## config.mk

```make
export PLATFORM = sky130hd
export DESIGN_NAME = xtrg_matrix
export DESIGN_NICKNAME = d
export VERILOG_FILES = /design/src/rtl/core/xtrg_pkg.sv /design/src/rtl/core/xtrg_matrix.sv
export SDC_FILE = /design/constraint.sdc
export NUM_CORES = 2
export LEC_CHECK = 0
export ABC_AREA = 0
export ABC_CLOCK_PERIOD_IN_PS = 5900
export BUFFER_PORTS_ARGS = -buffer_cell sky130_fd_sc_hd__buf_2
export CAP_MARGIN = 15
export CORE_MARGIN = 2
export CORE_UTILIZATION = 58
export DETAILED_ROUTE_END_ITERATION = 6
export PLACE_DENSITY = 0.79
export SETUP_SLACK_MARGIN = 0.02
export SYNTH_ARGS = -nofsm -noshare
export SYNTH_HDL_FRONTEND = slang
export SYNTH_SLANG_ARGS = --single-unit
```

## constraint.sdc

```tcl
create_clock -name clock -period 5.9 [get_ports clock]
set_input_delay 0.59 -clock clock [delete_from_list [all_inputs] [get_ports clock]]
set_output_delay 0.59 -clock clock [all_outputs]
set_load 0.005 [all_outputs]
```

## src/rtl/core/xtrg_pkg.sv

```systemverilog
// ----------------------------------------------------------------------------
// xtrg_pkg: shared types and constants of the XYZ to RGB pixel converter
// Field widths, fixed-point formats, the conversion matrix and the gamma
// threshold table that is built at elaboration.
// ----------------------------------------------------------------------------
`default_nettype none

package xtrg_pkg;

   // configurable precision
   localparam int GAMMA_LUT_BITS  = 10;
   localparam int INPUT_FRAC_BITS = 12;

   // field widths
   localparam int XYZ_W   = 24;
   localparam int COORD_W = 12;
   localparam int CHAN_W  = 8;
   localparam int INV_W   = 17;
   localparam int NUM_CH  = 3;

   localparam logic [INV_W-1:0] INV_RESET = INV_W'(1 << 16);

   // fixed-point formats
   localparam int COEF_W     = 16;
   localparam int COEF_FRAC  = 13;
   localparam int SCALE_FRAC = 16;
   localparam int PROD_W     = XYZ_W + COEF_W + 1;
   localparam int ACC_W      = PROD_W + 2;
   localparam int MAG_W      = ACC_W - 1;
   localparam int LO_W       = XYZ_W;
   localparam int HI_W       = MAG_W - LO_W;
   localparam int VAL_W      = MAG_W + INV_W;
   localparam int VAL_FRAC   = INPUT_FRAC_BITS + COEF_FRAC + SCALE_FRAC;
   localparam int IDX_SHIFT  = VAL_FRAC - GAMMA_LUT_BITS;

   // gamma table geometry
   localparam int LUT_N        = 1 << GAMMA_LUT_BITS;
   localparam int LUT_IDX_W    = GAMMA_LUT_BITS + 1;
   localparam int LUT_LEVELS   = 1 << CHAN_W;
   localparam int SEARCH_STEPS = CHAN_W;
   localparam int BIG_W        = 192;

   // xyz to linear rgb, signed q3.13
   localparam logic signed [COEF_W-1:0] MAT [NUM_CH][NUM_CH] = '{
      '{ 16'sd26546, -16'sd12592, -16'sd4084},
      '{-16'sd7940,   16'sd15368,  16'sd340 },
      '{ 16'sd456,   -16'sd1672,   16'sd8661}
   };

   typedef struct packed {
      logic [XYZ_W-1:0]   x_sum;
      logic [XYZ_W-1:0]   y_sum;
      logic [XYZ_W-1:0]   z_sum;
      logic [COORD_W-1:0] pixel_col;
      logic [COORD_W-1:0] pixel_row;
   } req_type;

   typedef struct packed {
      logic [COORD_W-1:0] out_col;
      logic [COORD_W-1:0] out_row;
      logic [CHAN_W-1:0]  red;
      logic [CHAN_W-1:0]  green;
      logic [CHAN_W-1:0]  blue;
   } rsp_type;

   // valid bit and pixel coordinates that ride along each pipeline stage
   typedef struct packed {
      logic               valid;
      logic [COORD_W-1:0] col;
      logic [COORD_W-1:0] row;
   } pipe_tag_type;

   typedef logic [XYZ_W-1:0]        xyz_vec_type [NUM_CH];
   typedef logic signed [ACC_W-1:0] acc_vec_type [NUM_CH];
   typedef logic [LUT_IDX_W-1:0]    idx_vec_type [NUM_CH];
   typedef logic [CHAN_W-1:0]       chan_vec_type [NUM_CH];
   typedef logic [LUT_IDX_W-1:0]    thr_table_type [LUT_LEVELS];

   function automatic logic [BIG_W-1:0] big_pow(input logic [BIG_W-1:0] base,
                                                input int expo);
      logic [BIG_W-1:0] r;
      int               k;
      r = BIG_W'(1);
      for (k = 0; k < expo; k++) begin
         r = r * base;
      end
      return r;
   endfunction

   // smallest index whose gamma output reaches level v:
   // idx^5 * 510^11 >= (2v-1)^11 * N^5
   function automatic logic [LUT_IDX_W-1:0] thr_of(input int v);
      logic [BIG_W-1:0] rhs;
      logic [BIG_W-1:0] lhs;
      logic [BIG_W-1:0] p510;
      int               lo;
      int               hi;
      int               mid;
      int               i;
      lo = 0;
      hi = LUT_N;
      if (v > 0) begin
         p510 = big_pow(BIG_W'(510), 11);
         rhs  = big_pow(BIG_W'(2 * v - 1), 11) * big_pow(BIG_W'(LUT_N), 5);
         for (i = 0; i < LUT_IDX_W + 1; i++) begin
            if (lo < hi) begin
               mid = (lo + hi) >> 1;
               lhs = big_pow(BIG_W'(mid), 5) * p510;
               if (lhs >= rhs) begin
                  hi = mid;
               end else begin
                  lo = mid + 1;
               end
            end
         end
      end
      return LUT_IDX_W'(lo);
   endfunction

   function automatic thr_table_type build_thresh();
      thr_table_type t;
      int            v;
      for (v = 0; v < LUT_LEVELS; v++) begin
         t[v] = thr_of(v);
      end
      return t;
   endfunction

   localparam thr_table_type GAMMA_THR = build_thresh();

endpackage

`default_nettype wire

```

## src/rtl/core/xtrg_matrix.sv

```systemverilog
// ----------------------------------------------------------------------------
// xtrg_matrix: 3x3 color matrix
// Stage one forms the nine coefficient products, stage two sums each row.
// ----------------------------------------------------------------------------
`default_nettype none

module xtrg_matrix (
   input  wire logic                  clock,
   input  wire logic                  reset,
   input  wire logic                  en,
   input  wire xtrg_pkg::pipe_tag_type tag_in,
   input  wire xtrg_pkg::xyz_vec_type  xyz_in,
   output xtrg_pkg::pipe_tag_type      tag_out,
   output xtrg_pkg::acc_vec_type       acc_out
);

   logic signed [xtrg_pkg::PROD_W-1:0] prod_in [xtrg_pkg::NUM_CH][xtrg_pkg::NUM_CH];
   logic signed [xtrg_pkg::PROD_W-1:0] prod_ff [xtrg_pkg::NUM_CH][xtrg_pkg::NUM_CH];
   xtrg_pkg::acc_vec_type              acc_in;
   xtrg_pkg::acc_vec_type              acc_ff;
   xtrg_pkg::pipe_tag_type             tag1_ff;
   xtrg_pkg::pipe_tag_type             tag2_ff;

   always_comb begin
      for (int c = 0; c < xtrg_pkg::NUM_CH; c++) begin
         for (int k = 0; k < xtrg_pkg::NUM_CH; k++) begin
            prod_in[c][k] = xtrg_pkg::PROD_W'($signed({1'b0, xyz_in[k]})
                                              * xtrg_pkg::MAT[c][k]);
         end
      end
   end

   always_comb begin
      for (int c = 0; c < xtrg_pkg::NUM_CH; c++) begin
         acc_in[c] = xtrg_pkg::ACC_W'(prod_ff[c][0]) + xtrg_pkg::ACC_W'(prod_ff[c][1])
                   + xtrg_pkg::ACC_W'(prod_ff[c][2]);
      end
   end

   always_ff @(posedge clock) begin
      if (reset) begin
         tag1_ff.valid <= 1'b0;
         tag2_ff.valid <= 1'b0;
      end else if (en) begin
         tag1_ff.valid <= tag_in.valid;
         tag2_ff.valid <= tag1_ff.valid;
      end
   end

   always_ff @(posedge clock) begin
      if (en) begin
         prod_ff     <= prod_in;
         acc_ff      <= acc_in;
         tag1_ff.col <= tag_in.col;
         tag1_ff.row <= tag_in.row;
         tag2_ff.col <= tag1_ff.col;
         tag2_ff.row <= tag1_ff.row;
      end
   end

   assign tag_out = tag2_ff;
   assign acc_out = acc_ff;

endmodule

`default_nettype wire

```

Word level (Yosys, flattened, before mapping)
Index checks and enable logic that the tools add are counted.

Bits in registers: 494. Latch bits: 0. Bits in writable memories: 0. ROM bits: 0. Bits of input ports: 100. Output and inout port bits: 154. Word-level logic and storage cells: 33. Memories: 0.

$add $sub $neg: 6. $mul: 9. Div/mod/pow operators: 0. Magnitude comparators: 0. Equal/unequal tests: 0. Shift-type cells: 0. Muxes and demuxes: 0. Bitwise operators: 0. Reductions and logical operators: 0.

Operator list (count): 24-bit by 14-bit multiplier with 38-bit output, second input constant (2); 25-bit by 11-bit multiplier with 36-bit output, second input constant (2); 41-bit by 38-bit adder with 42-bit output (1); 40-bit by 34-bit adder with 41-bit output (1); 40-bit by 40-bit adder with 41-bit output (1); 38-bit by 39-bit adder with 40-bit output (1); 39-bit by 39-bit adder with 40-bit output (1); 34-bit by 37-bit adder with 38-bit output (1); 25-bit by 12-bit multiplier with 37-bit output, second input constant (1); 24-bit by 11-bit multiplier with 35-bit output, second input constant (1); 25-bit by 9-bit multiplier with 34-bit output, second input constant (1); 24-bit by 7-bit multiplier with 31-bit output, second input constant (1); 24-bit by 6-bit multiplier with 30-bit output, second input constant (1).

Depth between registers and ports, before layout
Word-level depth: 2. Depth in mapped cells: 22. Depth with buffers taken out: 22.

Worst setup path after synthesis
Ideal clock, no wire load.

Path kind: input port to flip-flop. Start point: input xyz_in[55] (netlist name). End point: register prod_ff[366] (netlist name) (data pin). Library setup time: 0.260 ns. Arrival time: 5.676 ns. Required time: 5.640 ns. Path slack: -0.036 ns. Stages on the path: 21. Buffers on the path: 0. Path through: ha_1 inv_1 fa_1 inv_1 fa_1 fa_1 inv_1 fa_1 fa_1 inv_1 ha_1 a21o_1 a21oi_1 o21ai_0 a21oi_1 nand2_1 a41o_1 a2111oi_0 o31ai_1 a21oi_1 xnor2_1.

RTL lines: from (decl) (line xtrg_matrix.sv:12) `input wire xtrg_pkg::xyz_vec_type xyz_in,`; to (signal assigned) (line xtrg_matrix.sv:52) `prod_ff <= prod_in;`; to (decl) (line xtrg_matrix.sv:18) `logic signed [xtrg_pkg::PROD_W-1:0] prod_ff [xtrg_pkg::NUM_CH][xtrg_pkg::NUM_CH];`.

==> impl_metrics.ini <==
[timing]
finClkSkew_ns = 0.0376
period_share = 0.965
fmax_mhz = 176
hold_viol = 0
report.final.slew_viol_count = 0
layout_min_cycle_time_ns = 5.69
layout_setup_ws_ns = 0.207
worst_slew_pin_slew_ns = 1.01
setup_tns_ns = 0
relSlewSlack = 0.329
rsz0062_at_grt = no
setup_violations = 0

[cts]
postCtsHoldBufs = 0
clkSinkCount = 469
cts_setup_buffers = 0
path_clk_slew_ns = 0.06
numCtsBuffers = 56
clk_latency_ns = 0.68
cts_buffer_depth = 3
cts-htree-levels = 2
cts_tree = done
ctsRootBufferMaster = clkbuf_16

[worst_setup_path]
crit_type = in -> reg
required_ns = 6.29
cp_cell_sequence = buf_2 > ha_1 > ha_1 > inv_1 > fa_1 > fa_1 > inv_1 > fa_1 > fa_1 > ha_1 > a21o_1 > or4_1 > o2111ai_1 > buf_4 > nor2_1 > o21ai_1 > buf_4 > o21ai_1 > a21oi_1 > o21ai_1 > a221o_1
cp_max_fo = 4
slowest_delay_ns = 0.56
start_kind = input pin
critPathMostFrequentCell = fa_1
critPathArrivalTime_ns = 6.09
end_kind = flip-flop
critPathTopFamily = adder cells
crit_buf_inv = 5
crit_slowest_cell = fa_1

[worst_hold_path]
hold_path_class = in -> reg

[detailed_routing]
via_count = 41200
antenna_left = 0
vias_per_cell = 5.60
finalWirelength_um = 162000
dr.pass1.iters = 5
drc = 0
wire_per_inst_um = 21.9
drt_iter0_markers = 3056

[floorplanning]
num_rows = 115
die-area_sq_mm = 0.101
initial_core_util = 0.584
die_height_um = 319
core_region_area_sq_mm = 0.0983
io_pins = 254
die_width_um = 319

[global_route]
grtUsageMet3 = 0.0434
grt_use_met2 = 0.512
grt_start_max_net_pins = 163
grt_pass1_vias = 42700
grt_pass1_wl_um = 249000
grt.overflow.total = 0
antenna_found_initial = 7
use_met1 = 0.451
grt.total_usage = 0.326
busiest_layer = met2

[synthesis]
synth_cell_types = 91
synth.most_common_cell = inv_1
yosys.area.top_type = fa_1
dominantRegCellSynth = edfxtp_1
async_reset_ff_frac = 0
synth.area.top_cells = fa_1 (25%), edfxtp_1 (24%), ha_1 (22%)
synth_cells = 5199
ys_seq_area_frac = 0.245
synth_top_cells_by_count = inv_1 (1042), ha_1 (997), fa_1 (708), edfxtp_1 (467), a21oi_1 (301)
syn_area_sq_mm = 0.0574
ys_ff_latch = 469
syn_area_per_cell_sq_um = 11.0
yosys_warnings = 0
synth_top_area_share = 0.247
synth_edf_count = 467

[cells_and_area]
final_cell_area_sq_mm = 0.0663
area_growth_pct = 15.5
layout.nets = 7826
drive_gt1_frac = 0.158
n_fill_cell = 7583

[place]
dpl_worst_slack_ns = -0.596
portBuffers = 250
place_hpwl_um = 139000
finalWeightedCongestion = 0.967
dpl-instance-area_sq_mm = 0.0643

[status]
status = finished clean

[flow_run]
max_cap_violations = 0
worst register-to-register path: stages (launching register included):
cell	delay [ns]
edfxtp_1	0.53
fa_1	0.59
ha_1	0.31
a21o_1	0.10
a21oi_1	0.09
nand2b_1	0.19
a2111oi_0	0.83
o211a_1	0.48
a221o_1	0.32
a31oi_1	0.21
o31ai_1	0.54
a31oi_1	0.19
xnor2_1	0.17
cell usage in the layout (no fill, tap or decap), types with 7 or more instances in the layout:
| cell | count |
|---|---|
| nand2b_1 | 43 |
| clkinv_2 | 13 |
| o21a_1 | 34 |
| buf_2 | 249 |
| clkbuf_16 | 57 |
| o21ai_1 | 38 |
| inv_1 | 1041 |
| or3_1 | 7 |
| a221oi_1 | 7 |
| a41oi_1 | 7 |
| o31a_1 | 7 |
| a211o_1 | 11 |
| nand2_1 | 141 |
| o211ai_1 | 14 |
| a21o_1 | 217 |
| fa_1 | 707 |
| or2_2 | 11 |
| xnor2_1 | 241 |
| a31oi_1 | 30 |
| a21oi_2 | 12 |
| ha_1 | 995 |
| a211oi_1 | 30 |
| xor2_1 | 104 |
| nor3_1 | 27 |
| o21bai_1 | 50 |
| nand3_1 | 62 |
| clkinvlp_4 | 7 |
| a21oi_1 | 296 |
| edfxtp_1 | 467 |
| o31ai_1 | 22 |
| o21ai_0 | 104 |
| nand4_1 | 29 |
| nor2_1 | 175 |
| bufinv_16 | 7 |
| buf_4 | 545 |
| and2_1 | 23 |
| and3_1 | 31 |
| nor2b_1 | 46 |
final cells by class:
| cell class | instances | area [sq um] | area share |
|---|---|---|---|
| multi-input combinational | 3649 | 39300 | 0.593 |
| tap | 1287 | 1610 | 0.0243 |
| timing repair buffer | 800 | 5450 | 0.0822 |
| sequential | 469 | 14100 | 0.212 |
| inverter | 1045 | 3920 | 0.0592 |
| clock buffer | 61 | 1440 | 0.0217 |
| antenna | 4 | 10.0 | 0.000151 |
| clock inverter | 44 | 488 | 0.00736 |
metal layers:
| metal | share of wire | vias up |
|---|---|---|
| li1 | - | 19300 |
| met1 | 0.44 | 20300 |
| met2 | 0.45 | 1353 |
| met3 | 0.060 | 240 |
| met4 | 0.055 | 2 |
| met5 | 0.000056 | - |
flip-flops by register name, indices dropped and copies added (netlist names):
register and count:
tag1_ff 25, tag_out 25, prod_ff 299, acc_out 120
repair_timing:
| action | in CTS | in global routing |
|---|---|---|
| gates resized for setup | 0 | 19 |
| setup endpoints to repair | 0 | 11 |
| hold endpoints to repair | 0 | 0 |
path summary, 6_finish.rpt:
kind         slack [ns]            to        start  cells past startpoint
max                0.21   prod_ff[37]    xyz_in[6]                     21
min reg2reg        0.42   tag_out[17]  tag1_ff[17]                      0
min                 0.1   tag1_ff[20]   tag_in[20]                      1
max reg2reg        1.12  acc_out[124]  prod_ff[44]                     12
per-stage QoR:
step / utilization / instances / hold slack [ns]
3_3_place_gp: 0.654 / 7250 / 0.401
3_5_place_dp: 0.654 / 7250 / 0.405
6_report: 0.675 / 7359 / 0.0993
2_1_floorplan: - / 5201 / 0.400
4_1_cts: 0.674 / 7355 / 0.0560
5_1_grt: 0.675 / 7355 / 0.0763
cell families (layout without fill, tap and decap cells):
kind of cell,Yosys count,count (layout),synth area share
AOI/OAI and AO/OA,963,963,0.112
xor gates and xnor gates,346,346,0.0528
adders and majority gates,1705,1705,0.464
buffers and inverters,1083,1950,0.0714
DFF,469,469,0.245
muxes,4,4,0.000698
other,1,7,0.0000654
and+or+nand+nor,628,628,0.0536
Power is left out: the tool's default activity adds up to more than one toggle a clock period on the data nets, which glitch-free logic cannot reach.
