### config.mk
export PLATFORM = sky130hd
export DESIGN_NAME = xtrg_gamma
export DESIGN_NICKNAME = d
export VERILOG_FILES = /design/src/rtl/core/xtrg_pkg.sv /design/src/rtl/core/xtrg_gamma.sv
export SDC_FILE = /design/constraint.sdc
export NUM_CORES = 1
export LEC_CHECK = 0
export ABC_AREA = 0
export BUFFER_PORTS_ARGS = -buffer_cell sky130_fd_sc_hd__buf_4
export CORE_MARGIN = 5
export CORE_UTILIZATION = 30
export DETAILED_ROUTE_END_ITERATION = 7
export PLACE_DENSITY_LB_ADDON = 0.12
export REMOVE_ABC_BUFFERS = 1
export SLEW_MARGIN = 25
export SYNTH_ARGS = -nofsm -noshare
export SYNTH_HDL_FRONTEND = slang
export SYNTH_SLANG_ARGS = --single-unit
### constraint.sdc
create_clock -name clock -period 8.9 [get_ports clock]
set_input_delay 1.78 -clock clock [delete_from_list [all_inputs] [get_ports clock]]
set_output_delay 1.78 -clock clock [all_outputs]
set_load 0.005 [all_outputs]
### src/rtl/core/xtrg_pkg.sv
// ----------------------------------------------------------------------------
// xtrg_pkg: shared types and constants of the XYZ to RGB pixel converter
// Field widths, fixed-point formats, the conversion matrix and the gamma
// threshold table that is built at elaboration.
// ----------------------------------------------------------------------------
`default_nettype none

package xtrg_pkg;

   // configurable precision
   localparam int GAMMA_LUT_BITS  = 10;
   localparam int INPUT_FRAC_BITS = 12;

   // field widths
   localparam int XYZ_W   = 24;
   localparam int COORD_W = 12;
   localparam int CHAN_W  = 8;
   localparam int INV_W   = 17;
   localparam int NUM_CH  = 3;

   localparam logic [INV_W-1:0] INV_RESET = INV_W'(1 << 16);

   // fixed-point formats
   localparam int COEF_W     = 16;
   localparam int COEF_FRAC  = 13;
   localparam int SCALE_FRAC = 16;
   localparam int PROD_W     = XYZ_W + COEF_W + 1;
   localparam int ACC_W      = PROD_W + 2;
   localparam int MAG_W      = ACC_W - 1;
   localparam int LO_W       = XYZ_W;
   localparam int HI_W       = MAG_W - LO_W;
   localparam int VAL_W      = MAG_W + INV_W;
   localparam int VAL_FRAC   = INPUT_FRAC_BITS + COEF_FRAC + SCALE_FRAC;
   localparam int IDX_SHIFT  = VAL_FRAC - GAMMA_LUT_BITS;

   // gamma table geometry
   localparam int LUT_N        = 1 << GAMMA_LUT_BITS;
   localparam int LUT_IDX_W    = GAMMA_LUT_BITS + 1;
   localparam int LUT_LEVELS   = 1 << CHAN_W;
   localparam int SEARCH_STEPS = CHAN_W;
   localparam int BIG_W        = 192;

   // xyz to linear rgb, signed q3.13
   localparam logic signed [COEF_W-1:0] MAT [NUM_CH][NUM_CH] = '{
      '{ 16'sd26546, -16'sd12592, -16'sd4084},
      '{-16'sd7940,   16'sd15368,  16'sd340 },
      '{ 16'sd456,   -16'sd1672,   16'sd8661}
   };

   typedef struct packed {
      logic [XYZ_W-1:0]   x_sum;
      logic [XYZ_W-1:0]   y_sum;
      logic [XYZ_W-1:0]   z_sum;
      logic [COORD_W-1:0] pixel_col;
      logic [COORD_W-1:0] pixel_row;
   } req_type;

   typedef struct packed {
      logic [COORD_W-1:0] out_col;
      logic [COORD_W-1:0] out_row;
      logic [CHAN_W-1:0]  red;
      logic [CHAN_W-1:0]  green;
      logic [CHAN_W-1:0]  blue;
   } rsp_type;

   // valid bit and pixel coordinates that ride along each pipeline stage
   typedef struct packed {
      logic               valid;
      logic [COORD_W-1:0] col;
      logic [COORD_W-1:0] row;
   } pipe_tag_type;

   typedef logic [XYZ_W-1:0]        xyz_vec_type [NUM_CH];
   typedef logic signed [ACC_W-1:0] acc_vec_type [NUM_CH];
   typedef logic [LUT_IDX_W-1:0]    idx_vec_type [NUM_CH];
   typedef logic [CHAN_W-1:0]       chan_vec_type [NUM_CH];
   typedef logic [LUT_IDX_W-1:0]    thr_table_type [LUT_LEVELS];

   function automatic logic [BIG_W-1:0] big_pow(input logic [BIG_W-1:0] base,
                                                input int expo);
      logic [BIG_W-1:0] r;
      int               k;
      r = BIG_W'(1);
      for (k = 0; k < expo; k++) begin
         r = r * base;
      end
      return r;
   endfunction

   // smallest index whose gamma output reaches level v:
   // idx^5 * 510^11 >= (2v-1)^11 * N^5
   function automatic logic [LUT_IDX_W-1:0] thr_of(input int v);
      logic [BIG_W-1:0] rhs;
      logic [BIG_W-1:0] lhs;
      logic [BIG_W-1:0] p510;
      int               lo;
      int               hi;
      int               mid;
      int               i;
      lo = 0;
      hi = LUT_N;
      if (v > 0) begin
         p510 = big_pow(BIG_W'(510), 11);
         rhs  = big_pow(BIG_W'(2 * v - 1), 11) * big_pow(BIG_W'(LUT_N), 5);
         for (i = 0; i < LUT_IDX_W + 1; i++) begin
            if (lo < hi) begin
               mid = (lo + hi) >> 1;
               lhs = big_pow(BIG_W'(mid), 5) * p510;
               if (lhs >= rhs) begin
                  hi = mid;
               end else begin
                  lo = mid + 1;
               end
            end
         end
      end
      return LUT_IDX_W'(lo);
   endfunction

   function automatic thr_table_type build_thresh();
      thr_table_type t;
      int            v;
      for (v = 0; v < LUT_LEVELS; v++) begin
         t[v] = thr_of(v);
      end
      return t;
   endfunction

   localparam thr_table_type GAMMA_THR = build_thresh();

endpackage

`default_nettype wire

### src/rtl/core/xtrg_gamma.sv
// ----------------------------------------------------------------------------
// xtrg_gamma: gamma 1/2.2 lookup
// Binary search over the level thresholds, one output bit per stage, msb
// first. A level is kept when its threshold does not exceed the index.
// ----------------------------------------------------------------------------
`default_nettype none

module xtrg_gamma (
   input  wire logic                   clock,
   input  wire logic                   reset,
   input  wire logic                   en,
   input  wire xtrg_pkg::pipe_tag_type tag_in,
   input  wire xtrg_pkg::idx_vec_type  idx_in,
   output xtrg_pkg::pipe_tag_type      tag_out,
   output xtrg_pkg::chan_vec_type      lvl_out
);

   localparam int STEPS = xtrg_pkg::SEARCH_STEPS;

   xtrg_pkg::pipe_tag_type             tag_ff [STEPS];
   logic [xtrg_pkg::CHAN_W-1:0]        lvl_ff [STEPS][xtrg_pkg::NUM_CH];
   logic [xtrg_pkg::LUT_IDX_W-1:0]     idx_ff [STEPS][xtrg_pkg::NUM_CH];

   for (genvar s = 0; s < STEPS; s++) begin : g_step
      localparam logic [xtrg_pkg::CHAN_W-1:0] BIT_MASK =
         xtrg_pkg::CHAN_W'(1) << (STEPS - 1 - s);

      xtrg_pkg::pipe_tag_type         tag_prev;
      logic [xtrg_pkg::CHAN_W-1:0]    lvl_prev [xtrg_pkg::NUM_CH];
      logic [xtrg_pkg::LUT_IDX_W-1:0] idx_prev [xtrg_pkg::NUM_CH];
      logic [xtrg_pkg::CHAN_W-1:0]    cand     [xtrg_pkg::NUM_CH];
      logic [xtrg_pkg::CHAN_W-1:0]    lvl_in   [xtrg_pkg::NUM_CH];

      if (s == 0) begin : g_first
         assign tag_prev = tag_in;
         always_comb begin
            for (int c = 0; c < xtrg_pkg::NUM_CH; c++) begin
               lvl_prev[c] = '0;
               idx_prev[c] = idx_in[c];
            end
         end
      end else begin : g_next
         assign tag_prev = tag_ff[s-1];
         always_comb begin
            for (int c = 0; c < xtrg_pkg::NUM_CH; c++) begin
               lvl_prev[c] = lvl_ff[s-1][c];
               idx_prev[c] = idx_ff[s-1][c];
            end
         end
      end

      always_comb begin
         for (int c = 0; c < xtrg_pkg::NUM_CH; c++) begin
            cand[c]   = lvl_prev[c] | BIT_MASK;
            lvl_in[c] = (xtrg_pkg::GAMMA_THR[cand[c]] <= idx_prev[c]) ? cand[c]
                                                                      : lvl_prev[c];
         end
      end

      always_ff @(posedge clock) begin
         if (reset) begin
            tag_ff[s].valid <= 1'b0;
         end else if (en) begin
            tag_ff[s].valid <= tag_prev.valid;
         end
      end

      always_ff @(posedge clock) begin
         if (en) begin
            tag_ff[s].col <= tag_prev.col;
            tag_ff[s].row <= tag_prev.row;
            lvl_ff[s]     <= lvl_in;
            idx_ff[s]     <= idx_prev;
         end
      end
   end

   assign tag_out = tag_ff[STEPS-1];
   assign lvl_out = lvl_ff[STEPS-1];

endmodule

`default_nettype wire

* Word level (Yosys, flattened, before mapping) *
Memories as Yosys holds them, arrays and structs flattened.
Cells that the tools add are included.

operators by class
  add/sub/neg operators = 0
  multipliers = 0
  div/mod/pow operators = 0
  equal/unequal tests = 0
  shift operators = 0
  bitwise operators = 29
  reduce and logical (&&, ||, !) cells = 0
  $lt $le $gt $ge = 45
  multiplexer cells = 80

operator list
  kind                                                                              count
  11-bit two-way mux                                                                42
  11-bit less-or-equal comparator                                                   21
  9-bit greater-or-equal comparator, second input constant                          21
  8-bit NOT with 9-bit output                                                       21
  8-bit by 11-bit less-or-equal comparator with 1-bit output, first input constant  3
  8-bit two-way mux                                                                 3
  7-bit two-way mux                                                                 3
  6-bit two-way mux                                                                 3
  1-bit two-way mux                                                                 17
  5-bit two-way mux                                                                 3
  4-bit two-way mux                                                                 3
  3-bit two-way mux                                                                 3
  1-bit OR                                                                          8
  2-bit two-way mux                                                                 3

word-level totals
  bits in latches = 0
  word-level logic and storage cells = 178
  bits in read-only memories = 59136
  output and inout port bits = 49
  bits in registers = 0
  memories kept = 24
  RAM bits = 656
  input bits = 61

memory list
  memory            depth  bits a word  read ports  clocked after Yosys merged registers in  wr ports  RTL line          text
  (name not given)  256    11           1           0                                        0         xtrg_gamma.sv:55  lvl_in[c] = (xtrg_pkg::GAMMA_THR[cand[c]] <= idx_prev[c]) ? cand[c]
  (name not given)  256    11           1           0                                        0         xtrg_gamma.sv:55
  (name not given)  256    11           1           0                                        0         xtrg_gamma.sv:55
  (name not given)  256    11           1           0                                        0         xtrg_gamma.sv:55
  (name not given)  256    11           1           0                                        0         xtrg_gamma.sv:55
  (name not given)  256    11           1           0                                        0         xtrg_gamma.sv:55
  +18 memories      --     --           --          --                                       --        --

* Longest topological paths before layout *
Gate-level depths: netlist (run 1).
An unclocked memory read counts as a cell.

  word-level depth = 7
  gate-level depth with buffers = 15
  mapped depth without buffers = 13

* Worst setup path after synthesis (run 1) *
OpenSTA, ideal clock, no wires.

  path kind = reg2reg
  start = memory lvl_ff[1][57] (netlist bit)
  end = memory lvl_ff[1][80] (netlist bit), data pin
  arrival time = 3.092 ns
  clock period less this slack = 3.350 ns
  setup time = 0.257 ns
  path buffers = 2
  cell stages (with the launch flop) = 14
  data required time = 8.643 ns
  setup slack = 5.550 ns
  cells stage by stage = edfxtp_1 -> clkbuf_1 -> inv_1 -> ha_1 -> buf_2 -> nor2_1 -> o311ai_1 -> a21oi_1 -> or4_1 -> ha_1 -> nand4_1 -> or2_2 -> o221ai_1 -> nand2_1

RTL lines
  item         RTL line          text
  from (decl)  xtrg_gamma.sv:21  logic [xtrg_pkg::CHAN_W-1:0] lvl_ff [STEPS][xtrg_pkg::NUM_CH];

==> results.md, run 1 <==
* Status: finished, final reports clean
* Pwr/cell area at ~190 nW/um^2
* Pre-CTS setup slack at just under 5 ns
* Hold endpoint: tag_ff[3][5]$_DFFE_PP_
* Cells after synthesis at ~2800
* Worst Path Buf+Inv at 1
* Critical Path Max Stage Delay at around 0.79 ns
* CP required at between 9 and 10 ns
* Psw at between 1.5 and 2 mW
* Number of global-route vias before repair at 20900
* Clock Skew at roughly 0.023 ns
* # hold bufs at CTS at 0
* Most common cell on crit path: ha_1
* First-pass GRT wire length at approximately 110000 um
* RSZ-0062 raised after global routing: false
* Final slew viol count at 0
* Die Area at about 110000 sq um
* Vias at roughly 21000
* Initial DRC count at 1779
* R2r startpoint: lvl_ff[1][66]$_DFFE_PP_
* Register-to-register setup slack at about 5 ns
* CTS resizes at 0
* CP max FO at 19
* Crit start category: flop
* Max_cap viols at 0
* Crit Path Class: flop to flop
* WL final at around 69000 um
* Worst Reg-to-Reg Cells at 12
* Setup total negative slack at 0 ns
* Sequential area share after synthesis at 0.522
* Register bit total from synthesis at between 500 and 600
* Hold Fails Final Rpt at 0
* Post-Syn Area per Cell at approximately 11 sq um
* Worst-path clk slew at ~0.060 ns
* CP Cell Sequence: inv_1, ha_1, and2_1, o21ai_0, o311a_1, o311ai_0, o31ai_1, ha_1, nand4_1, or2_2, o221ai_1, nand2_1
* Die width at 331 um
* Commonest cells after routing, fill and taps aside: edfxtp_1 (539), ha_1 (318), inv_1 (275)
* Detail Route Antenna Nets at 0
* Vias/cell at about 5
* CTS tree: built
* Synth cell types at approximately 80
* Final setup viols at 0
* Multi-input logic area at ~13000 sq um
* Synthesis warning total at 0
* Die Y at between 300 and 400 um
* Mapped Area at roughly 31000 sq um
* Dominant synthesized flop cell: edfxtp_1
* Core box area at a little over 100000 sq um
* Fmax at between 0.2 and 0.25 GHz
* Worst-Margin Slew at about 1.0 ns
* Hold path depth at 0
* Hold Slack at 0.396 ns
* Internal at 5.00 mW
* Num ports at between 100 and 150
* Layout cell share with drive strength beyond 1 at 0.0990
* Power share of the clock group at 0.417
* Cell row count at 117
* Pre-Repair DR Iteration Count at 5
* Post-synth EDFFs at about 540
* Sw frac at 0.252
* Most common cell after layout, fill and taps aside: edfxtp_1
* Setup bufs post-CTS at 0
* Post-layout net count at approximately 3200
* Part of the power in combinational logic at 0.118
* Crit path time final at 4.00 ns
* Crit end category: flop
* Worst R2R End: lvl_ff[1][88]$_DFFE_PP_
* Total power at about 6.7 mW
* VDD IR max at about 140 uV
* CP delay by family, top: compound AO/OA/AOI/OAI gates
* Leading post-synthesis cells by cell area: edfxtp_1 (52%), ha_1 (13%), inv_1 (3.3%), a21oi_1 (3.2%), o21ai_0 (3.1%)
* Leak at 14.1 nW
* GP Congestion at roughly 0.85
* Crit path max-delay cell type: edfxtp_1
* Filler cells at around 10000
* Initial Util at 0.303
* Hold WC Path Type: flop to flop
* Final WS setup at approximately 5 ns
* Skew-Pair Late Insertion Delay at 0.61 ns
* Register area at 16200 sq um
* Sequential share of power at 0.465
* DP HPWL at between 40000 and 50000 um
* Hold_sp: tag_ff[2][5]$_DFFE_PP_
* WP data arrival at around 4.4 ns
* Clock Tree Root: clkbuf_16
* Pin count of the biggest net entering global routing at 170
* Antenna cells at 0
* Post-synth top area cell: edfxtp_1
* GRT Util Overall at 0.122
* DR DRC count at 0
* Slew margin rel. at 0.318
* Ys async rst share at 0
* CTS max path bufs at 3
* # port buffers at 109
* Sink Count at 539
* CTS H-tree depth at 3
* Syn-to-layout area delta at 13.8%
* Average wire per cell in the routed design at ~16 um
* Num CTS Buffers at slightly below 70
* Final worst path period share at 0.450
* CP startpoint: lvl_ff[1][66]$_DFFE_PP_
* Synth top area share at 0.522
* Total gr overflow at 0
* Initial antenna violation count at 0
-- cell usage after synthesis, drive strengths merged, types with 11 or more instances --
| cell | instances |
|---|---|
| a21oi | 198 |
| o31ai | 19 |
| or2 | 13 |
| o21a | 16 |
| clkbuf | 68 |
| buf | 80 |
| a221oi | 15 |
| a211o | 11 |
| o21ai | 198 |
| ha | 318 |
| nand3b | 11 |
| nand4 | 29 |
| nand3 | 45 |
| edfxtp | 539 |
| a31oi | 32 |
| mux2i | 36 |
| mux4 | 15 |
| a21o | 54 |
| inv | 277 |
| nor2 | 138 |
| nand2b | 47 |
| and3 | 11 |
| mux2 | 17 |
| o311ai | 22 |
| nor2b | 66 |
| nor3 | 49 |
| or3 | 12 |
| o22ai | 25 |
| and2 | 28 |
| a211oi | 31 |
| a311oi | 17 |
| o221ai | 18 |
| nand2 | 162 |
| o211ai | 42 |
-- power groups by stage --
stage | combinational [mW] | sequential (mW) | clock [mW]
finish | 0.790 | 3.10 | 2.78
global route | 0.901 | 3.13 | 3.02
CTS | 0.798 | 3.11 | 2.92
detailed placement | 0.794 | 3.16 | 0
global placement | 0.778 | 3.16 | 0
floorplan | 0.501 | 3.13 | 0
-- per-layer routing --
layer | share of wire | track usage
met1 | 0.47 | 0.169
met4 | 0.026 | 0.0400
met5 | 0 | 0
met2 | 0.45 | 0.195
met3 | 0.048 | 0.0221
-- area by class of cell --
class,count,area share
well taps,1368,0.0485
multi-input cells,1797,0.369
clock inverters,44,0.0143
inverters,283,0.0301
clock buffers,77,0.0504
repair buffers,130,0.0286
flip-flops and latches,539,0.459
-- worst max path at each step --
stage	endpoint	slack, ns	depth (start not counted)
2_1_floorplan	lvl_ff[1][80]$_DFFE_PP_	5.37	11
3_3_place_gp	lvl_ff[1][80]$_DFFE_PP_	4.97	11
3_5_place_dp	lvl_ff[1][88]$_DFFE_PP_	4.93	12
4_1_cts	lvl_ff[1][80]$_DFFE_PP_	4.92	11
5_1_grt	lvl_ff[1][88]$_DFFE_PP_	4.63	12
6_report	lvl_ff[1][88]$_DFFE_PP_	4.90	12
-- sequential cells by signal (all words and copies together) (netlist names) --
| register | cells |
|---|---|
| idx_ff | 231 |
| tag_ff | 200 |
| lvl_ff | 108 |
-- metrics by stage --
step / area, sq um / instances / utilization
finish: 35300 / 4238 / 0.345
global route: 35300 / 4238 / 0.345
CTS: 35300 / 4238 / 0.345
detailed placement: 33000 / 4117 / 0.323
global placement: 33000 / 4117 / 0.323
floorplan: 30300 / 2619 / -
-- kinds of logic after synthesis --
family / after synthesis / synth area share
flip-flops: 539 / 0.522
AND/OR/NAND/NOR: 630 / 0.101
adder cells (fa/ha/maj): 318 / 0.128
buffers and inverters: 431 / 0.0575
multiplexers: 68 / 0.0287
XOR/XNOR: 9 / 0.00254
AO/OA/AOI/OAI: 772 / 0.160
(Power assumes the default switching activity.)
==> run 2, diff against run 1 <==
==> constraint.sdc (replaced) <==
create_clock -name clock -period 4.17 [get_ports clock]
set_input_delay 0.834 -clock clock [delete_from_list [all_inputs] [get_ports clock]]
set_output_delay 0.834 -clock clock [all_outputs]
set_load 0.005 [all_outputs]
==> run 2 against run 1 <==
Against the previous run: global-route usage grew 0.21 points; register-to-register slack lost 4.2 ns; sequential power grew 110%; cell count grew 0.99%; sequential cell count is the same; critical path depth shrank 1; critical path type unchanged; critical endpoint unchanged; highest routed layer unchanged.
==> results.md, run 2 (synthesized netlist as in run 1, its figures left out) <==
* Status: finished, final reports clean
* Final worst path period share at 0.834 (+0.384)
* WP data arrival at 3.85 ns (-0.51 ns)
* Fmax at 0.288 GHz (+15%)
* Setup bufs post-CTS at 0 (unchanged)
* CTS max path bufs at 3 (unchanged)
* Pin count of the biggest net entering global routing at 90 (-47%)
* Num CTS Buffers at 68 (unchanged)
* GRT Util Overall at 0.124 (+0.00207)
* VDD IR max at 305 uV (+120%)
* DP HPWL at 49000 um (+4.4%)
* Largest registers: idx_ff: 231 flops, tag_ff: 200 flops, lvl_ff: 108 flops
* Layout cell share with drive strength beyond 1 at 0.111 (+0.0120)
* Number of global-route vias before repair at 21200 (+1.6%)
* Fin area at 35700 sq um (+1.2%)
* Post-layout net count at 3239 (+1.3%)
* CTS resizes at 0 (unchanged)
* Total gr overflow at 0 (unchanged)
* Detail Route Antenna Nets at 0 (unchanged)
* CTS tree: built
* Vias/cell at 4.95 (-0.67%)
* Crit path max-delay cell type: edfxtp_1
* RSZ-0062 raised after global routing: false
* Die Area at 110000 sq um (unchanged)
* Syn-to-layout area delta at 15.2%
* CP max FO at 20 (+1)
* Average wire per cell in the routed design at 16.5 um (+0.72%)
* GP Congestion at 0.867 (+1.8%)
* Crit path time final at 3.48 ns (-0.527 ns)
* First-pass GRT wire length at 114000 um (+1.0%)
* Max reg flops at 231 (unchanged)
* Num ports at 110 (unchanged)
* Clock Skew at 0.0343 ns (+0.0114 ns)
* Critical Path Max Stage Delay at 0.67 ns (-0.12 ns)
* Cell row count at 117 (unchanged)
* Largest Register: idx_ff
* Most common cell after layout, fill and taps aside: edfxtp_1
* Core box area at 102000 sq um (unchanged)
* Met2 usage at 0.198 (+0.00234)
* Die width at 331 um (unchanged)
* Crit Path Class: flop to flop
* Register-to-register setup slack at 0.69 ns (-4.20 ns)
* Final WS setup at 0.694 ns (-4.20 ns)
* Final setup viols at 0 (unchanged)
* Leak at 14.3 nW (+1.7%)
* Met1 usage at 0.171 (+0.00141)
* # port buffers at 109 (unchanged)
* Crit start category: flop
* Worst-Margin Slew at 0.949 ns (-0.0731 ns)
* Antenna cells at 0 (unchanged)
* WL final at 70600 um (+1.7%)
* Pre-CTS setup slack at 0.712 ns (-4.22 ns)
* CTS H-tree depth at 3 (unchanged)
* Max_cap viols at 0 (unchanged)
* CP Cell Sequence: buf_4, nor2_1, o21ai_0, o311a_1, o311ai_0, o31ai_1, ha_1, nand4_1, or2_2, o221ai_1, nand2_1
* Layer with the highest usage: met2
* Vias at 21200 (+0.32%)
* Slew margin rel. at 0.367 (+0.0488)
* CP delay by family, top: compound AO/OA/AOI/OAI gates
* Skew-Pair Late Insertion Delay at 0.62 ns (about the same)
* Final slew viol count at 0 (unchanged)
* Initial antenna violation count at 0 (unchanged)
* Sink Count at 539 (unchanged)
* # hold bufs at CTS at 0 (unchanged)
* Setup total negative slack at 0 ns (unchanged)
* Hold Fails Final Rpt at 0 (unchanged)
* Commonest cells after routing, fill and taps aside: edfxtp_1 (539), ha_1 (318), inv_1 (275)
* Initial DRC count at 1370 (-23%)
* Clock Tree Root: clkbuf_16
* Worst-path clk slew at 0.06 ns (about the same)
* Pwr/cell area at 403 nW/um^2 (+110%)
* Hold Slack at 0.399 ns (+0.00306 ns)
* DP Area at 33400 sq um (+1.2%)
* CP required at 4.54 ns (-4.72 ns)
* Crit end category: flop
* Pre-Repair DR Iteration Count at 5 (unchanged)
* Initial Util at 0.303 (unchanged)
* Worst Path Buf+Inv at 1 (unchanged)
* Die Y at 331 um (unchanged)
* DR DRC count at 0 (unchanged)
* Met3 Track Usage GR at 0.0251 (+0.00309)
* Hold WC Path Type: input port to flop
==> run 2: final cells by class <==
type,count,area [sq um]
clock buffer,82,1750
clock inverter,40,551
sequential,539,16200
tap,1368,1710
timing repair buffer,171,1410
multi-input combinational,1797,13000
fill,10200,66500
inverter,283,1060
==> run 2: final timing paths <==
path	start	end	cells past startpoint
worst max-delay path	lvl_ff[1][67]$_DFFE_PP_	lvl_ff[1][88]$_DFFE_PP_	11
worst min register to register	tag_ff[4][17]$_DFFE_PP_	tag_ff[5][17]$_DFFE_PP_	0
worst min-delay path	tag_in[15]	tag_ff[0][15]$_DFFE_PP_	1
worst max register to register	lvl_ff[1][67]$_DFFE_PP_	lvl_ff[1][88]$_DFFE_PP_	11
==> run 2: power by group <==
part	internal (mW)	switching (mW)
Sequential	6.36	0.258
Clock	3.72	2.31
Combinational	0.746	0.998
Total	10.8	3.56
==> run 2: metal layers <==
layer	part of all wire	vias to the layer above
met2	0.45	517
met3	0.050	138
met1	0.47	10100
met5	0	-
met4	0.030	0
li1	-	10500
==> run 2: worst reg2reg max path, cell delays in order, from the launching register on <==
cell      delay (ns)
edfxtp_1        0.67
buf_4           0.31
nor2_1          0.22
o21ai_0         0.11
o311a_1         0.16
o311ai_0        0.60
o31ai_1         0.19
ha_1            0.34
nand4_1         0.08
or2_2           0.29
o221ai_1        0.19
nand2_1         0.08
==> run 2: metrics by stage <==
step / power (mW) / std cells / utilization
after CTS: 14.7 / 4279 / 0.349
final: 14.4 / 4280 / 0.349
after detailed placement: 8.48 / 4157 / 0.327
after global routing: 15.2 / 4280 / 0.349
after global placement: 8.45 / 4157 / 0.327
after floorplan: 7.76 / 2619 / -
==> run 3, diff against run 2 <==
==> constraint.sdc (replaced) <==
create_clock -name clock -period 3.6 [get_ports clock]
set_input_delay 0.72 -clock clock [delete_from_list [all_inputs] [get_ports clock]]
set_output_delay 0.72 -clock clock [all_outputs]
set_load 0.005 [all_outputs]
==> run 3 against run 2 <==
Against the previous run: first-iteration DRC count rose by 13%; cell count up 0.68%; clock power is 10% higher; count of clock-buffer cells in the layout is 9 lower; critical path type unchanged; largest cell class unchanged; hold slack got worse by 0.12 ns; sequential cell count stayed put; worst setup slack got worse by 0.35 ns; clock skew up 0.0018 ns; critical endpoint is now lvl_ff[1][57]$_DFFE_PP_; design area is 0.42% higher; fmax up 6.8%; register-to-register slack worse by 0.35 ns.
==> results.md, run 3 (synthesized netlist as in run 1, its figures left out) <==
* DR DRC count at 0 (unchanged)
* Filler cells at 10200 (-0.46%)
* Sink Count at 539 (unchanged)
* Final worst path period share at 0.905 (+0.0709)
* Detail Route Antenna Nets at 0 (unchanged)
* CP required at 3.95 ns (-0.59 ns)
* Crit Path Class: flop to flop
* Clock Skew at 0.0362 ns (+0.00185 ns)
* CTS tree: built
* Antenna cells at 0 (unchanged)
* Crit path time final at 3.26 ns (-0.220 ns)
* Vias at 21300 (+0.42%)
* Worst-Margin Slew at 0.978 ns (+0.0285 ns)
* Vias/cell at 4.94 (-0.26%)
* Post-layout net count at 3272 (+1.0%)
* # port buffers at 109 (unchanged)
* Core box area at 102000 sq um (unchanged)
* Clock Tree Root: clkbuf_16
* Pre-CTS setup slack at 0.262 ns (-0.450 ns)
* Pre-Repair DR Iteration Count at 5 (unchanged)
* CTS max path bufs at 3 (unchanged)
* Pwr/cell area at 456 nW/um^2 (+13%)
* Cell Count, Final, Fillers Out at 4309 (+0.68%)
* Setup total negative slack at 0 ns (unchanged)
* Initial Util at 0.303 (unchanged)
* Pin count of the biggest net entering global routing at 86 (-4.4%)
* Num ports at 110 (unchanged)
* Final WS setup at 0.344 ns (-0.350 ns)
* Worst R2R End: lvl_ff[1][57]$_DFFE_PP_
* Cell row count at 117 (unchanged)
* Most common cell after layout, fill and taps aside: edfxtp_1
* WP data arrival at 3.61 ns (-0.24 ns)
* Hold Fails Final Rpt at 0 (unchanged)
* Register-to-register setup slack at 0.34 ns (-0.35 ns)
* Largest registers: idx_ff: 231 flops, tag_ff: 200 flops, lvl_ff: 108 flops
* Worst-path clk slew at 0.06 ns (about the same)
* WL final at 71200 um (+0.90%)
* CP max FO at 6 (-70%)
* Slew margin rel. at 0.348 (-0.0190)
* GRT Util Overall at 0.126 (+0.00152)
* Skew-Pair Late Insertion Delay at 0.61 ns (about the same)
* VDD IR max at 367 uV (+20%)
* Average wire per cell in the routed design at 16.5 um (+0.22%)
* Worst Reg-to-Reg Cells at 11 (unchanged)
* Largest Register: idx_ff
* Crit start category: flop
* Placed cells at 4191 (+0.82%)
* Commonest cells after routing, fill and taps aside: edfxtp_1 (539), ha_1 (318), inv_1 (275)
* Total gr overflow at 0 (unchanged)
* Number of global-route vias before repair at 21400 (+0.83%)
* Hold WC Path Type: input port to flop
* Max_cap viols at 0 (unchanged)
* First-pass GRT wire length at 116000 um (+1.1%)
* Initial antenna violation count at 0 (unchanged)
* Max reg flops at 231 (unchanged)
* Critical Path End: lvl_ff[1][57]$_DFFE_PP_
* CTS H-tree depth at 3 (unchanged)
* Status: finished, final reports clean
* Fmax at 0.307 GHz (+6.8%)
* Die Y at 331 um (unchanged)
* Setup bufs post-CTS at 0 (unchanged)
* Final slew viol count at 0 (unchanged)
* Die width at 331 um (unchanged)
* CP startpoint: lvl_ff[1][34]$_DFFE_PP_
* Final setup viols at 0 (unchanged)
* R2r startpoint: lvl_ff[1][34]$_DFFE_PP_
* Syn-to-layout area delta at 15.7%
* GP Congestion at 0.864 (-0.39%)
* RSZ-0062 raised after global routing: false
* DP HPWL at 50500 um (+3.2%)
* Die Area at 110000 sq um (unchanged)
* Num CTS Buffers at 68 (unchanged)
* Initial DRC count at 1550 (+13%)
* Layout cell share with drive strength beyond 1 at 0.121 (+0.00979)
* Crit end category: flop
* Leak at 14.4 nW (+0.88%)
## run 3: changes by cell type in the layout (fill, tap and decap cells not counted), sizes merged
cell | before | now
clkinvlp | 2 | 1
bufinv | 11 | 7
buf | 171 | 204
clkinv | 28 | 38
clkbuf | 82 | 73
## run 3: metrics by stage
step / power (mW) / util / hold slack, ns / instance area, sq um
floorplan: 8.98 / - / 0.400 / 30300
global placement: 9.82 / 0.329 / 0.401 / 33700
detailed placement: 9.86 / 0.329 / 0.405 / 33700
CTS: 16.7 / 0.351 / 0.220 / 35800
global route: 17.2 / 0.351 / 0.228 / 35800
finish: 16.3 / 0.351 / 0.284 / 35800
## run 3: layout make-up
type | instances | area [sq um] | share of cell area
clock buffers | 73 | 1720 | 0.0480
multi-input cells | 1797 | 13000 | 0.363
flip-flops and latches | 539 | 16200 | 0.452
inverters | 283 | 1060 | 0.0296
repair buffers | 204 | 1680 | 0.0468
clock inverters | 45 | 468 | 0.0131
well taps | 1368 | 1710 | 0.0478
## run 3: worst max-delay path, stage by stage (launching register included)
cell and delay (ns):
edfxtp_1 0.50, inv_1 0.14, ha_1 0.45, nand2b_1 0.18, o211ai_1 0.13, o31ai_1 0.10, mux4_2 0.53, ha_1 0.32
nand4_1 0.07, or2_2 0.29, o221ai_1 0.19, nand2_1 0.11
## run 3: power by group
group          switching, mW  internal, mW  leakage (nW)  total, mW
sequential             0.266          7.37          5.22       7.63
combinational           1.19         0.889          8.14       2.08
clock                   2.64          3.99          1.08       6.63
total                   4.10          12.2          14.4       16.3
## run 3: what timing repair did
action / 4_1_cts / 5_1_grt
endpoints found under the setup margin: 0 / 1
gates resized for setup: 0 / 1
hold buffers: 0 / 0
## run 3: worst min-delay path by stage
stage                            startpoint                      end  slack, ns  cells past startpoint
floorplan            tag_ff[0][0]$_DFFE_PP_   tag_ff[1][0]$_DFFE_PP_       0.40                      0
global placement     tag_ff[1][0]$_DFFE_PP_   tag_ff[2][0]$_DFFE_PP_       0.40                      0
detailed placement  tag_ff[0][13]$_DFFE_PP_  tag_ff[1][13]$_DFFE_PP_       0.40                      0
CTS                               tag_in[0]   tag_ff[0][0]$_DFFE_PP_       0.22                      1
global route                      tag_in[0]   tag_ff[0][0]$_DFFE_PP_       0.23                      1
finish                           tag_in[15]  tag_ff[0][15]$_DFFE_PP_       0.28                      1
## run 3: routing by layer
metal / vias to the layer above / track usage / routed length [um]
li1: 10500 / - / -
met1: 10100 / 0.171 / 33400
met2: 501 / 0.202 / 32200
met3: 124 / 0.0270 / 3600
met4: 0 / 0.0396 / 1990
met5: - / 0 / 0
